--- config.mk ---
export PLATFORM = sky130hd
export DESIGN_NAME = aiuer_classify
export DESIGN_NICKNAME = d
export VERILOG_FILES = /design/src/rtl/core/aiuer_pkg.sv /design/src/rtl/core/aiuer_classify.sv
export SDC_FILE = /design/constraint.sdc
export NUM_CORES = 1
export LEC_CHECK = 0
export ABC_AREA = 1
export BUFFER_PORTS_ARGS = -buffer_cell sky130_fd_sc_hd__buf_2
export CORE_AREA = 3 3 163 165
export DETAILED_ROUTE_END_ITERATION = 8
export DIE_AREA = 0 0 166 168
export SYNTH_ARGS = -nofsm -noshare
export SYNTH_HDL_FRONTEND = slang
export SYNTH_SLANG_ARGS = --single-unit
--- constraint.sdc ---
create_clock -name vclk -period 2.4
set_clock_uncertainty 0.05 [all_clocks]
set_input_delay 0.12 -clock vclk [all_inputs]
set_output_delay 0.12 -clock vclk [all_outputs]
set_load 0.01 [all_outputs]
--- src/rtl/core/aiuer_pkg.sv ---
package aiuer_pkg;

    // Frame buffer geometry
    localparam int FRAME_BYTES = 2048;
    localparam int ADDR_W      = $clog2(FRAME_BYTES);
    localparam int CNT_W       = $clog2(FRAME_BYTES + 1);
    localparam int HDR_BYTES   = 42;

    // Configuration port
    localparam int CFG_AW = 5;
    localparam int CFG_DW = 64;
    localparam logic [1:0] REG_DEVICE_MAC = 2'd0;
    localparam logic [1:0] REG_DEVICE_IP  = 2'd1;
    localparam logic [1:0] REG_ECHO_PORT  = 2'd2;

    localparam logic [31:0] DEVICE_IP_RST = 32'd167772687;
    localparam logic [15:0] ECHO_PORT_RST = 16'd8080;

    // Verdict codes
    localparam logic [3:0] V_NONE    = 4'd0;
    localparam logic [3:0] V_ARP     = 4'd1;
    localparam logic [3:0] V_ICMP    = 4'd2;
    localparam logic [3:0] V_UDP     = 4'd3;
    localparam logic [3:0] V_SHORT   = 4'd4;
    localparam logic [3:0] V_MALFORM = 4'd5;
    localparam logic [3:0] V_NOTOURS = 4'd6;
    localparam logic [3:0] V_UNSUP   = 4'd7;
    localparam logic [3:0] V_BUSY    = 4'd8;
    localparam logic [3:0] V_LONG    = 4'd9;

    // Reply kinds
    localparam logic [1:0] K_NONE = 2'd0;
    localparam logic [1:0] K_ARP  = 2'd1;
    localparam logic [1:0] K_ICMP = 2'd2;
    localparam logic [1:0] K_UDP  = 2'd3;

    // Protocol constants
    localparam logic [15:0] ETH_ARP      = 16'h0806;
    localparam logic [15:0] ETH_IPV4     = 16'h0800;
    localparam logic [15:0] ARP_HTYPE    = 16'h0001;
    localparam logic [15:0] ARP_OP_REQ   = 16'h0001;
    localparam logic [7:0]  ARP_HLEN     = 8'd6;
    localparam logic [7:0]  ARP_PLEN     = 8'd4;
    localparam logic [7:0]  PROTO_ICMP   = 8'h01;
    localparam logic [7:0]  PROTO_UDP    = 8'h11;
    localparam logic [7:0]  ICMP_ECHO_RQ = 8'd8;
    localparam logic [3:0]  IPV4_VER    = 4'd4;
    localparam logic [3:0]  IP_IHL      = 4'd5;
    localparam int ETH_HDR_LEN = 14;
    localparam int IP_END      = 34;
    localparam int L4_MIN_LEN  = 42;
    localparam int ICMP_MIN    = 28;
    localparam int UDP_MIN     = 8;
    localparam int ICMP_SUM_START = 38;

    // Fixed middle of an ARP reply: ethertype, htype, ptype, hlen, plen, opcode
    localparam logic [7:0] ARP_FIXED [10] = '{8'h08, 8'h06, 8'h00, 8'h01, 8'h08,
                                              8'h00, 8'h06, 8'h04, 8'h00, 8'h02};

    typedef struct packed {
        logic       op;
        logic [7:0] data_byte;
        logic       last;
    } t_in_item;

    typedef struct packed {
        logic [7:0]  reply_byte;
        logic        reply_valid;
        logic        reply_end;
        logic [3:0]  verdict;
        logic [11:0] reply_length;
    } t_out_item;

    typedef logic [HDR_BYTES-1:0][7:0] t_hdr;

    typedef struct packed {
        logic [3:0]       verdict;
        logic [1:0]       kind;
        logic [CNT_W-1:0] total;
    } t_class;

    // Fold a one's-complement sum to 16 bits and invert
    function automatic logic [15:0] fold_not(input logic [27:0] s);
        logic [16:0] t1;
        logic [16:0] t2;
        t1 = {1'b0, s[15:0]} + {5'b0, s[27:16]};
        t2 = {1'b0, t1[15:0]} + {16'b0, t1[16]};
        return ~t2[15:0];
    endfunction

    function automatic logic [7:0] mac_byte(input logic [47:0] mac, input logic [2:0] k);
        return mac[8*(5 - int'(k)) +: 8];
    endfunction

    function automatic logic [7:0] ip_byte(input logic [31:0] ip, input logic [1:0] k);
        return ip[8*(3 - int'(k)) +: 8];
    endfunction

endpackage

--- src/rtl/core/aiuer_classify.sv ---
module aiuer_classify (
    input  aiuer_pkg::t_hdr               i_hdr,
    input  logic [aiuer_pkg::CNT_W-1:0]   i_count,
    input  logic                          i_busy,
    input  logic                          i_overflow,
    input  logic [31:0]                   i_device_ip,
    input  logic [15:0]                   i_echo_port,
    output aiuer_pkg::t_class             o_class
);
    import aiuer_pkg::*;

    logic [16:0] n_x;
    logic [15:0] etype;
    logic [15:0] ip_tot;
    logic [15:0] udp_len;
    logic [16:0] icmp_end;
    logic [16:0] udp_end;

    assign n_x      = 17'(i_count);
    assign etype    = {i_hdr[12], i_hdr[13]};
    assign ip_tot   = {i_hdr[16], i_hdr[17]};
    assign udp_len  = {i_hdr[38], i_hdr[39]};
    assign icmp_end = {1'b0, ip_tot} + 17'(ETH_HDR_LEN);
    assign udp_end  = {1'b0, udp_len} + 17'(IP_END);

    always_comb begin
        o_class = '{verdict: V_UNSUP, kind: K_NONE, total: '0};
        if (i_busy) begin
            o_class.verdict = V_BUSY;
        end else if (i_overflow) begin
            o_class.verdict = V_LONG;
        end else if (n_x < 17'(ETH_HDR_LEN)) begin
            o_class.verdict = V_SHORT;
        end else if (etype == ETH_ARP) begin
            if (n_x < 17'(L4_MIN_LEN)) begin
                o_class.verdict = V_SHORT;
            end else if ({i_hdr[14], i_hdr[15]} != ARP_HTYPE
                         || {i_hdr[16], i_hdr[17]} != ETH_IPV4
                         || i_hdr[18] != ARP_HLEN || i_hdr[19] != ARP_PLEN) begin
                o_class.verdict = V_MALFORM;
            end else if ({i_hdr[20], i_hdr[21]} != ARP_OP_REQ) begin
                o_class.verdict = V_UNSUP;
            end else if ({i_hdr[38], i_hdr[39], i_hdr[40], i_hdr[41]} != i_device_ip) begin
                o_class.verdict = V_NOTOURS;
            end else begin
                o_class = '{verdict: V_ARP, kind: K_ARP, total: CNT_W'(L4_MIN_LEN)};
            end
        end else if (etype != ETH_IPV4) begin
            o_class.verdict = V_UNSUP;
        end else if (n_x < 17'(IP_END)) begin
            o_class.verdict = V_SHORT;
        end else if (i_hdr[14][7:4] != IPV4_VER) begin
            o_class.verdict = V_MALFORM;
        end else if (i_hdr[14][3:0] != IP_IHL) begin
            o_class.verdict = V_UNSUP;
        end else if ({i_hdr[30], i_hdr[31], i_hdr[32], i_hdr[33]} != i_device_ip) begin
            o_class.verdict = V_NOTOURS;
        end else if (i_hdr[23] == PROTO_ICMP) begin
            if (n_x < 17'(L4_MIN_LEN)) begin
                o_class.verdict = V_SHORT;
            end else if (i_hdr[34] != ICMP_ECHO_RQ || i_hdr[35] != 8'h00) begin
                o_class.verdict = V_UNSUP;
            end else if (ip_tot < 16'(ICMP_MIN) || icmp_end > n_x) begin
                o_class.verdict = V_MALFORM;
            end else begin
                o_class = '{verdict: V_ICMP, kind: K_ICMP, total: CNT_W'(icmp_end)};
            end
        end else if (i_hdr[23] == PROTO_UDP) begin
            if (n_x < 17'(L4_MIN_LEN)) begin
                o_class.verdict = V_SHORT;
            end else if ({i_hdr[36], i_hdr[37]} != i_echo_port) begin
                o_class.verdict = V_NOTOURS;
            end else if (udp_len < 16'(UDP_MIN) || udp_end > n_x) begin
                o_class.verdict = V_MALFORM;
            end else begin
                o_class = '{verdict: V_UDP, kind: K_UDP, total: CNT_W'(udp_end)};
            end
        end
    end

endmodule
---- After elaboration in Yosys (flattened, before gate mapping) ----
Cells that the tools add are included.
W data, S select, Z words.
cells by class
  bitwise gates (word level) .............. 0
  equality and inequality tests ........... 15
  multipliers ............................. 0
  shift-type cells ........................ 0
  multiplexer cells ....................... 39
  add/subtract/negate cells ............... 2
  reduce and logical (&&, ||, !) cells .... 7
  $lt $le $gt $ge ......................... 7
  div/mod/pow operators ................... 0
operators by type and width
  operator                 number
  $mux W14                 14
  $ne A32 B32 Y1           2
  $mux W18                 3
  $mux W13                 4
  $mux W4                  10
  $gt A17 B12 Y1           2
  $ne A16 B1 Y1 const B    2
  $ne A16 B12 Y1 const B   2
  $lt A12 B6 Y1 const B    2
  $mux W3                  8
  $add A16 B4 Y17 const B  1
  $add A16 B6 Y17 const B  1
  $eq A16 B12 Y1 const B   1
  $lt A16 B4 Y1 const B    1
  $lt A16 B5 Y1 const B    1
  $ne A16 B16 Y1           1
  $ne A8 B3 Y1 const B     2
  $lt A12 B4 Y1 const B    1
  $eq A8 B1 Y1 const B     1
  $eq A8 B5 Y1 const B     1
  $ne A4 B3 Y1 const B     2
  $ne A8 B4 Y1 const B     1
  $reduce_bool A8 Y1       1
  $logic_or A1 B1 Y1       6
storage, ports and cells
  output and inout bits ................... 18
  memories ................................ 0
  input bits .............................. 398
  logic and storage cells ................. 70
  register bits after elaboration ......... 0
  bits in read-only memories .............. 0
  bits in writable memories ............... 0
  bits in latches ......................... 0

---- Longest topological paths before layout ----
Gate-level depths: netlist of run 1.
  depth in word-level cells ............... 17
  mapped depth ............................ 28
  gate-level depth less buffers ........... 28

---- Worst setup path after synthesis of run 1 ----
Ideal clock, no wire load.
  path type ............................... input -> output
  from .................................... input port i_hdr[137] (netlist bit)
  to ...................................... output port o_class[1] (netlist bit)
  path buffers ............................ 0
  data required time ...................... 2230 ps
  setup slack ............................. -336 ps
  arrival ................................. 2566 ps
  stages on the path ...................... 20
  cell sequence ........................... inv_2 > ha_1 > a21oi_1 > nand3_1 > nor3_1 > nand2_1 > xnor2_1 > ha_1 > nand2_1 > nor3_1 > nand4_1 > nand2_1 > nand3_2 > nor3_4 > inv_2 > nor2_4 > nand2_1 > nand3_1 > nand2_1 > inv_1
RTL lines
  element             line                 source
  start: declaration  aiuer_classify.sv:2  input aiuer_pkg::t_hdr i_hdr,
  end: declaration    aiuer_classify.sv:8  output aiuer_pkg::t_class o_class

==> impl_metrics.ini, run 1 <==
[finish]
regArea_sq_um = 0
syn_to_final_growth_pct = 98.1
diodes = 0
mostFrequentLayoutCells = buf_2 (254), nand2_1 (103), buf_4 (99), inv_1 (86), nor2_1 (55)
finalNetCount = 1342
drive_gt1_share_pct = 50.7
final_common_cell = buf_2
nClkBuffers = 0
design.seq.count = 0

[drt]
drc = 0
wl_per_cell_um = 13.5
num_vias = 4861
postRouteAntennaNets = 0
dr.pass1.iters = 6
wirelength_mm = 16.8
drt_iter0_drc = 118
viasPerCell = 3.90

[timing]
period_needed_ns = 2.89
slew_headroom_pct = 65.6
maxSlewViolCount = 0
worst_pin_slew_ns = 0.512
period_share_pct = 121
hold_viol_final = 0
fmax_ghz = 0.345
setup-violations-final = 17
setup_tns_ns = -7.43
holdWs_ns = 0.482
setup_ws_ns = -0.495
rsz0062_at_grt = yes

[logic_synthesis]
synth_top_family_by_area = simple AND/OR/NAND/NOR gates
synth_compound_area_share_pct = 9.32
synth_adder_area_share_pct = 10.5
syn-num-nets = 971
synthCells = 547
yosysUniqueCellTypes = 39
yosysSeqAreaShare_pct = 0
synth-simple-area-share_pct = 47.5
synth_area_sq_um = 3090
synthXorXnorAreaFrac_pct = 20.7
muxShareOfSynthArea_pct = 0
yosysWarnings = 0
syn-mean-instance-area_sq_um = 5.65

[die]
die_area_sq_um = 27900
start_util_pct = 12.3
ioPinCount = 416
fp.dieW_um = 166
core-area_sq_um = 25200
die_h_um = 168
num_rows = 58

[setup_path]
worstPathRequired_ns = 2.23
endpoint_kind = output port
cp_max_fo = 5
crit_arrival_ns = 2.72
path_common_cell = nand2_1
worst-path-buf-inv = 5
cp-start-kind = input pin
crit_chain = buf_8 -> inv_12 -> ha_4 -> a21oi_4 -> nand3_4 -> nor3_4 -> nand2_2 -> xnor2_2 -> ha_1 -> nand2_1 -> nor3_2 -> nand4_1 -> nand2_2 -> nand3_4 -> nor3_4 -> inv_2 -> nor2_4 -> nand2_1 -> nand3_1 -> nand2_1 -> inv_2 -> buf_6
critical-path-max-stage-delay_ns = 0.31
path_delay_family = simple AND/OR/NAND/NOR gates
slowest_stage = ha_1
critPathKind = input pin to output port

[status]
violations = setup timing
outcome = complete, but fails checks

[worst_hold_path]
hold_class = input pin to output port

[power]
peakVddDrop_mv = 0.0780
leakage_uw = 0.00318
p_per_area_nw_per_um2 = 150

[placement]
port_buffers = 264
hpwlAfterDp_mm = 15.4
gp_congestion = 0.910

[grt]
grt_max_degree = 10
overflow = 0
grtUsageTotal_pct = 11.3
grt_pass1_vias = 4977
grt_pass1_wl_mm = 25.7
antenna_found_initial = 1

[run]
maxCapViolCount = 0
-- routing by layer --
layer | GRT usage, % | vias up | share of wire (%)
li1 | - | 2533 | -
met1 | 14.7 | 2091 | 44
met2 | 19.7 | 217 | 47
met3 | 2.28 | 18 | 7.8
met4 | 1.81 | 2 | 1.8
met5 | 0 | - | 0.059
-- worst min-delay path: stages --
cell     delay, ns
buf_2         0.12
a21oi_2       0.03
buf_2         0.14
-- path summary, 6_finish.rpt --
| kind | startpoint | to | depth (start not counted) |
|---|---|---|---|
| max | i_hdr[137] | o_class[1] | 22 |
| min | i_busy | o_class[14] | 3 |
-- what timing repair did --
item                                    CTS  global route
endpoints found under the setup margin   17            17
hold buffers                              0             0
setup buffers                            16             5
gates resized for setup                  55            45
pin swaps                                29            24
-- cell families (layout without fill, tap and decap cells) --
family                   count (synthesis)  count (layout)
AO/OA/AOI/OAI                           44              44
XOR/XNOR                                73              73
adder cells (fa/ha/maj)                 26              26
buffers and inverters                   98             467
AND/OR/NAND/NOR                        306             306
-- metrics by stage --
step / setup slack [ns] / cells / power (uW) / util, % / instance area (sq um)
after floorplan: -0.258 / 547 / 334 / - / 3150
after global placement: -0.697 / 1228 / 797 / 22.0 / 5550
after detailed placement: -0.671 / 1228 / 804 / 22.0 / 5550
after CTS: -0.486 / 1242 / 876 / 23.4 / 5890
after global routing: -0.685 / 1246 / 1020 / 24.3 / 6120
final: -0.495 / 1246 / 920 / 24.3 / 6120
-- where the power goes --
| part | internal (uW) | switching (uW) | total (uW) |
|---|---|---|---|
| Combinational | 487 | 434 | 920 |
| Sequential | 0 | 0 | 0 |
| Clock | 0 | 0 | 0 |
| Total | 487 | 434 | 920 |
-- Yosys cell counts, types with 2 or more instances --
cell type / instances / share of area [%]
nand2_1: 117 / 14
inv_1: 93 / 11
nor2_1: 67 / 8.1
xnor2_1: 41 / 12
xor2_1: 32 / 9.1
nor4_1: 27 / 5.5
ha_1: 26 / 11
nand3_1: 26 / 4.2
nand4_1: 17 / 3.4
a21oi_1: 15 / 2.4
or2_2: 15 / 3.0
nor3_1: 14 / 2.3
a22oi_1: 9 / 2.2
inv_2: 5 / 0.61
o211ai_1: 4 / 0.97
o21ai_0: 4 / 0.65
nand3b_1: 3 / 0.73
nor2_2: 3 / 0.61
nor3b_1: 3 / 0.73
o21a_1: 3 / 0.73
a31oi_1: 2 / 0.41
nand4_2: 2 / 0.81
nor3_2: 2 / 0.65
or4_1: 2 / 0.49
-- area by class of cell --
type | instances | area (sq um)
Timing Repair Buffer | 369 | 2220
Multi-Input combinational cell | 449 | 3100
Tap cell | 330 | 413
Fill cell | 2849 | 19100
Inverter | 98 | 388
Power figures use the tool's default switching activity.
==> run 2, diff against run 1 <==
CELL_PAD_IN_SITES_DETAIL_PLACEMENT = 1   (was default)
CELL_PAD_IN_SITES_GLOBAL_PLACEMENT = 1   (was default)
CORE_AREA = 3 3 161 163   (was 3 3 163 165)
DIE_AREA = 0 0 164 166   (was 0 0 166 168)
PLACE_DENSITY_LB_ADDON = 0.1   (was default)
SLEW_MARGIN = 20   (was default)
==> impl_metrics.ini, run 2 (synthesis results as in run 1) <==
[status]
outcome = complete, but fails checks
violations = setup timing

[run]
maxCapViolCount = 0

[finish]
diodes = 0
design.seq.count = 0
utilization_pct = 25.1
finalNetCount = 1359
drive_gt1_share_pct = 50.1
final_common_cell = buf_2
mostFrequentLayoutCells = buf_2 (251), buf_4 (118), nand2_1 (107), inv_1 (88), nor2_1 (59)
nClkBuffers = 0
regArea_sq_um = 0
syn_to_final_growth_pct = 98.5

[setup_path]
cp_max_fo = 5
cp-start-kind = input pin
crit_chain = buf_8 -> inv_12 -> ha_4 -> a21oi_4 -> nand3_4 -> nor2_4 -> nor2_2 -> nor3b_2 -> ha_1 -> nand2_2 -> inv_1 -> nand2_1 -> nand2_1 -> nand2_1 -> nand2_1 -> nand2_2 -> nand3_4 -> nor3_4 -> inv_2 -> nor2_4 -> nor2_1 -> nor2_1 -> nor2_2 -> buf_6
worstPathRequired_ns = 2.23
critPathKind = input pin to output port
worst-path-buf-inv = 5
endpoint_kind = output port
slowest_stage = ha_1
crit_arrival_ns = 2.66
path_common_cell = nand2_1
path_delay_family = simple AND/OR/NAND/NOR gates
critical-path-max-stage-delay_ns = 0.27

[grt]
grt_max_degree = 10
met1_usage_pct = 15.7
antenna_found_initial = 4
overflow = 0
met2_usage_pct = 22.1
grt_pass1_wl_mm = 27.2
grt_pass1_vias = 5253
grt_most_used_layer = met2
grtUsageTotal_pct = 12.5
grtUsageMet3_pct = 3.89

[drt]
wl_per_cell_um = 14.3
num_vias = 4902
postRouteAntennaNets = 0
drc = 0
drt_iter0_drc = 71
wirelength_mm = 18.0
dr.pass1.iters = 4
viasPerCell = 3.90

[timing]
hold_viol_final = 0
setup_ws_ns = -0.434
period_needed_ns = 2.83
holdWs_ns = 0.449
slew_headroom_pct = 63.4
fmax_ghz = 0.353
worst_pin_slew_ns = 0.545
period_share_pct = 118
maxSlewViolCount = 0
setup-violations-final = 17
rsz0062_at_grt = yes

[worst_hold_path]
worstHoldPathCells = 3
hold_path_end = o_class[14]
hold_start = i_busy
hold_class = input pin to output port

[placement]
port_buffers = 264
hpwlAfterDp_mm = 16.9
gp_congestion = 0.728

[power]
switchingPower_uw = 417
combPwrFrac_pct = 100.0
peakVddDrop_mv = 0.0489
p_per_area_nw_per_um2 = 145
power.share.clock_pct = 0
swShare_pct = 46.8
leakage_uw = 0.00325
internal-power_uw = 474
seqPwrFrac_pct = 0

[die]
core-area_sq_um = 24500
die_h_um = 166
num_rows = 57
die_area_sq_um = 27200
ioPinCount = 416
start_util_pct = 12.6
fp.dieW_um = 164

[cts]
postCtsHoldBufs = 0
==> run 2: cell types whose count changed in the layout (fill, tap and decap cells not counted), sizes merged <==
| cell | change |
|---|---|
| buf | +17 |
==> run 2: metal layers <==
metal	vias up	wire [um]
li1	2565	-
met1	2142	7780
met2	179	8320
met3	8	1820
met4	8	11
met5	-	39
==> run 2: layout make-up <==
class                      instances  area [sq um]
timing repair buffer             386          2350
tap                              324           405
inverter                          98           388
multi-input combinational        449          2980
fill                            3180         18300
==> run 2: worst min-delay path: cells and delay by family <==
| family | cells | cell delay (ns) |
|---|---|---|
| buffers and inverters | 2 | 0.22 |
| AO/OA/AOI/OAI | 1 | 0.04 |
==> run 2: power by group through the flow <==
stage / Sequential (uW) / Combinational [uW] / Clock (uW)
after CTS: 0 / 903 / 0
after detailed placement: 0 / 822 / 0
after floorplan: 0 / 334 / 0
final: 0 / 891 / 0
after global routing: 0 / 1010 / 0
after global placement: 0 / 820 / 0
==> run 2: stage by stage <==
stage	setup slack, ns	cells	power (uW)	area [sq um]	TNS (ns)
2_1_floorplan	-0.258	547	334	3150	-2.18
3_3_place_gp	-0.743	1234	820	5630	-11.27
3_5_place_dp	-0.784	1234	822	5630	-11.67
4_1_cts	-0.526	1255	903	6070	-8.17
5_1_grt	-0.712	1257	1010	6130	-11.12
6_report	-0.434	1257	891	6130	-6.34
==> run 2: worst max path at each step <==
stage / start / to / slack [ns] / depth (start not counted)
floorplan: i_hdr[137] / o_class[1] / -0.26 / 20
finish: i_hdr[137] / o_class[16] / -0.43 / 24
global placement: i_hdr[314] / o_class[2] / -0.74 / 23
CTS: i_hdr[314] / o_class[16] / -0.53 / 26
detailed placement: i_hdr[137] / o_class[16] / -0.78 / 21
global route: i_hdr[137] / o_class[16] / -0.71 / 24
==> run 2: timing repair <==
action                                  in CTS  in global routing
endpoints found under the setup margin      17                 17
pin swaps                                   45                 12
gates resized for setup                     69                 14
setup buffers                               21                  2
==> run 3, diff against run 2 <==
TNS_END_PERCENT = 1   (was default)
==> impl_metrics.ini, run 3 (synthesis results as in run 1) <==
[timing]
hold_viol_final = 0
setup_ws_ns = -0.494
period_share_pct = 121
maxSlewViolCount = 0
rsz0062_at_grt = yes
slew_headroom_pct = 73.3
fmax_ghz = 0.346
worst_pin_slew_ns = 0.399
setup-violations-final = 17
period_needed_ns = 2.89

[finish]
finalNetCount = 1345
design.seq.count = 0
nClkBuffers = 0
drive_gt1_share_pct = 47.1
final_common_cell = buf_2
num-fill-cells = 3201
fin_cells = 1243
syn_to_final_growth_pct = 87.8
mostFrequentLayoutCells = buf_2 (259), nand2_1 (114), buf_4 (110), inv_1 (90), nor2_1 (61)
regArea_sq_um = 0
diodes = 0

[setup_path]
cp-start-kind = input pin
cp_max_fo = 4
worst-path-buf-inv = 5
critical-path-max-stage-delay_ns = 0.30
path_common_cell = nand2_1
crit_arrival_ns = 2.72
worstPathRequired_ns = 2.23
path_delay_family = simple AND/OR/NAND/NOR gates
crit_cells = 22
critPathKind = input pin to output port
endpoint_kind = output port
slowest_stage = ha_1
crit_chain = buf_8 -> buf_4 -> nand3_1 -> nor2_1 -> nor2_1 -> buf_4 -> xor2_1 -> ha_1 -> a21oi_1 -> o21a_1 -> nand2_1 -> nand2_1 -> nand2_1 -> nand2_1 -> nand2_1 -> nand2_2 -> nand3_2 -> o21ai_1 -> buf_4 -> o211ai_1 -> nand2_1 -> buf_2

[drt]
drt_iter0_drc = 111
wl_per_cell_um = 14.3
viasPerCell = 3.85
drc = 0
wirelength_mm = 17.7
num_vias = 4780
postRouteAntennaNets = 0
dr.pass1.iters = 4

[status]
violations = setup timing
outcome = complete, but fails checks

[die]
die_h_um = 166
fp.dieW_um = 164
num_rows = 57
die_area_sq_um = 27200
ioPinCount = 416
core-area_sq_um = 24500
start_util_pct = 12.6

[grt]
overflow = 0
grt_pass1_wl_mm = 27.3
grt_pass1_vias = 5236
antenna_found_initial = 1
grtUsageTotal_pct = 12.5
grt_max_degree = 10

[placement]
place_ws_ns = -0.757
hpwlAfterDp_mm = 17.0
gp_congestion = 0.718
dp_cells = 1233
port_buffers = 264

[power]
peakVddDrop_mv = 0.0499
p_per_area_nw_per_um2 = 144
leakage_uw = 0.00312

[worst_hold_path]
hold_class = input pin to output port
worstHoldPathCells = 3

[run]
maxCapViolCount = 0

[cts]
postCtsHoldBufs = 0
## run 3: final cells by class
cell class	count	area (sq um)	area share [%]
Multi-Input combinational cell	449	2860	49.3
Timing Repair Buffer	372	2160	37.2
Tap cell	324	405	6.99
Inverter	98	373	6.43
## run 3: worst paths after layout
kind	from	to	slack [ns]
hold / removal	i_busy	o_class[14]	0.49
setup / recovery	i_hdr[313]	o_class[3]	-0.49
## run 3: per-stage QoR
step | util (%) | hold WS [ns] | cell area, sq um | TNS (ns) | total power, uW
finish | 23.7 | 0.490 | 5800 | -7.42 | 834
global route | 23.7 | 0.510 | 5800 | -12.08 | 950
CTS | 23.6 | 0.495 | 5780 | -8.49 | 851
detailed placement | 22.8 | 0.493 | 5590 | -11.39 | 811
global placement | 22.8 | 0.485 | 5590 | -11.02 | 806
floorplan | - | 0.234 | 3130 | -2.75 | 333
## run 3: timing repair
item | in CTS | in global routing
pin swaps | 16 | 6
endpoints found under the setup margin | 17 | 17
endpoints found under the hold margin | 0 | 0
gates resized for setup | 28 | 7
buffers inserted | 10 | 0
## run 3: worst min-delay path: stages
cell and delay, ns:
buf_2 0.12, a21oi_1 0.04, buf_2 0.14
## run 3: power by group
group          switching (uW)  total [uW]  leakage, uW  internal [uW]
registers                   0           0            0              0
clock network               0           0            0              0
logic                     391         834      0.00312            443
total                     391         834      0.00312            443
## run 3: routing by layer
metal	vias up	track usage, %	wire length [um]
li1	2535	-	-
met1	2072	15.7	7800
met2	169	22.6	8280
met3	2	3.27	1620
met4	2	0	2
met5	-	0	20
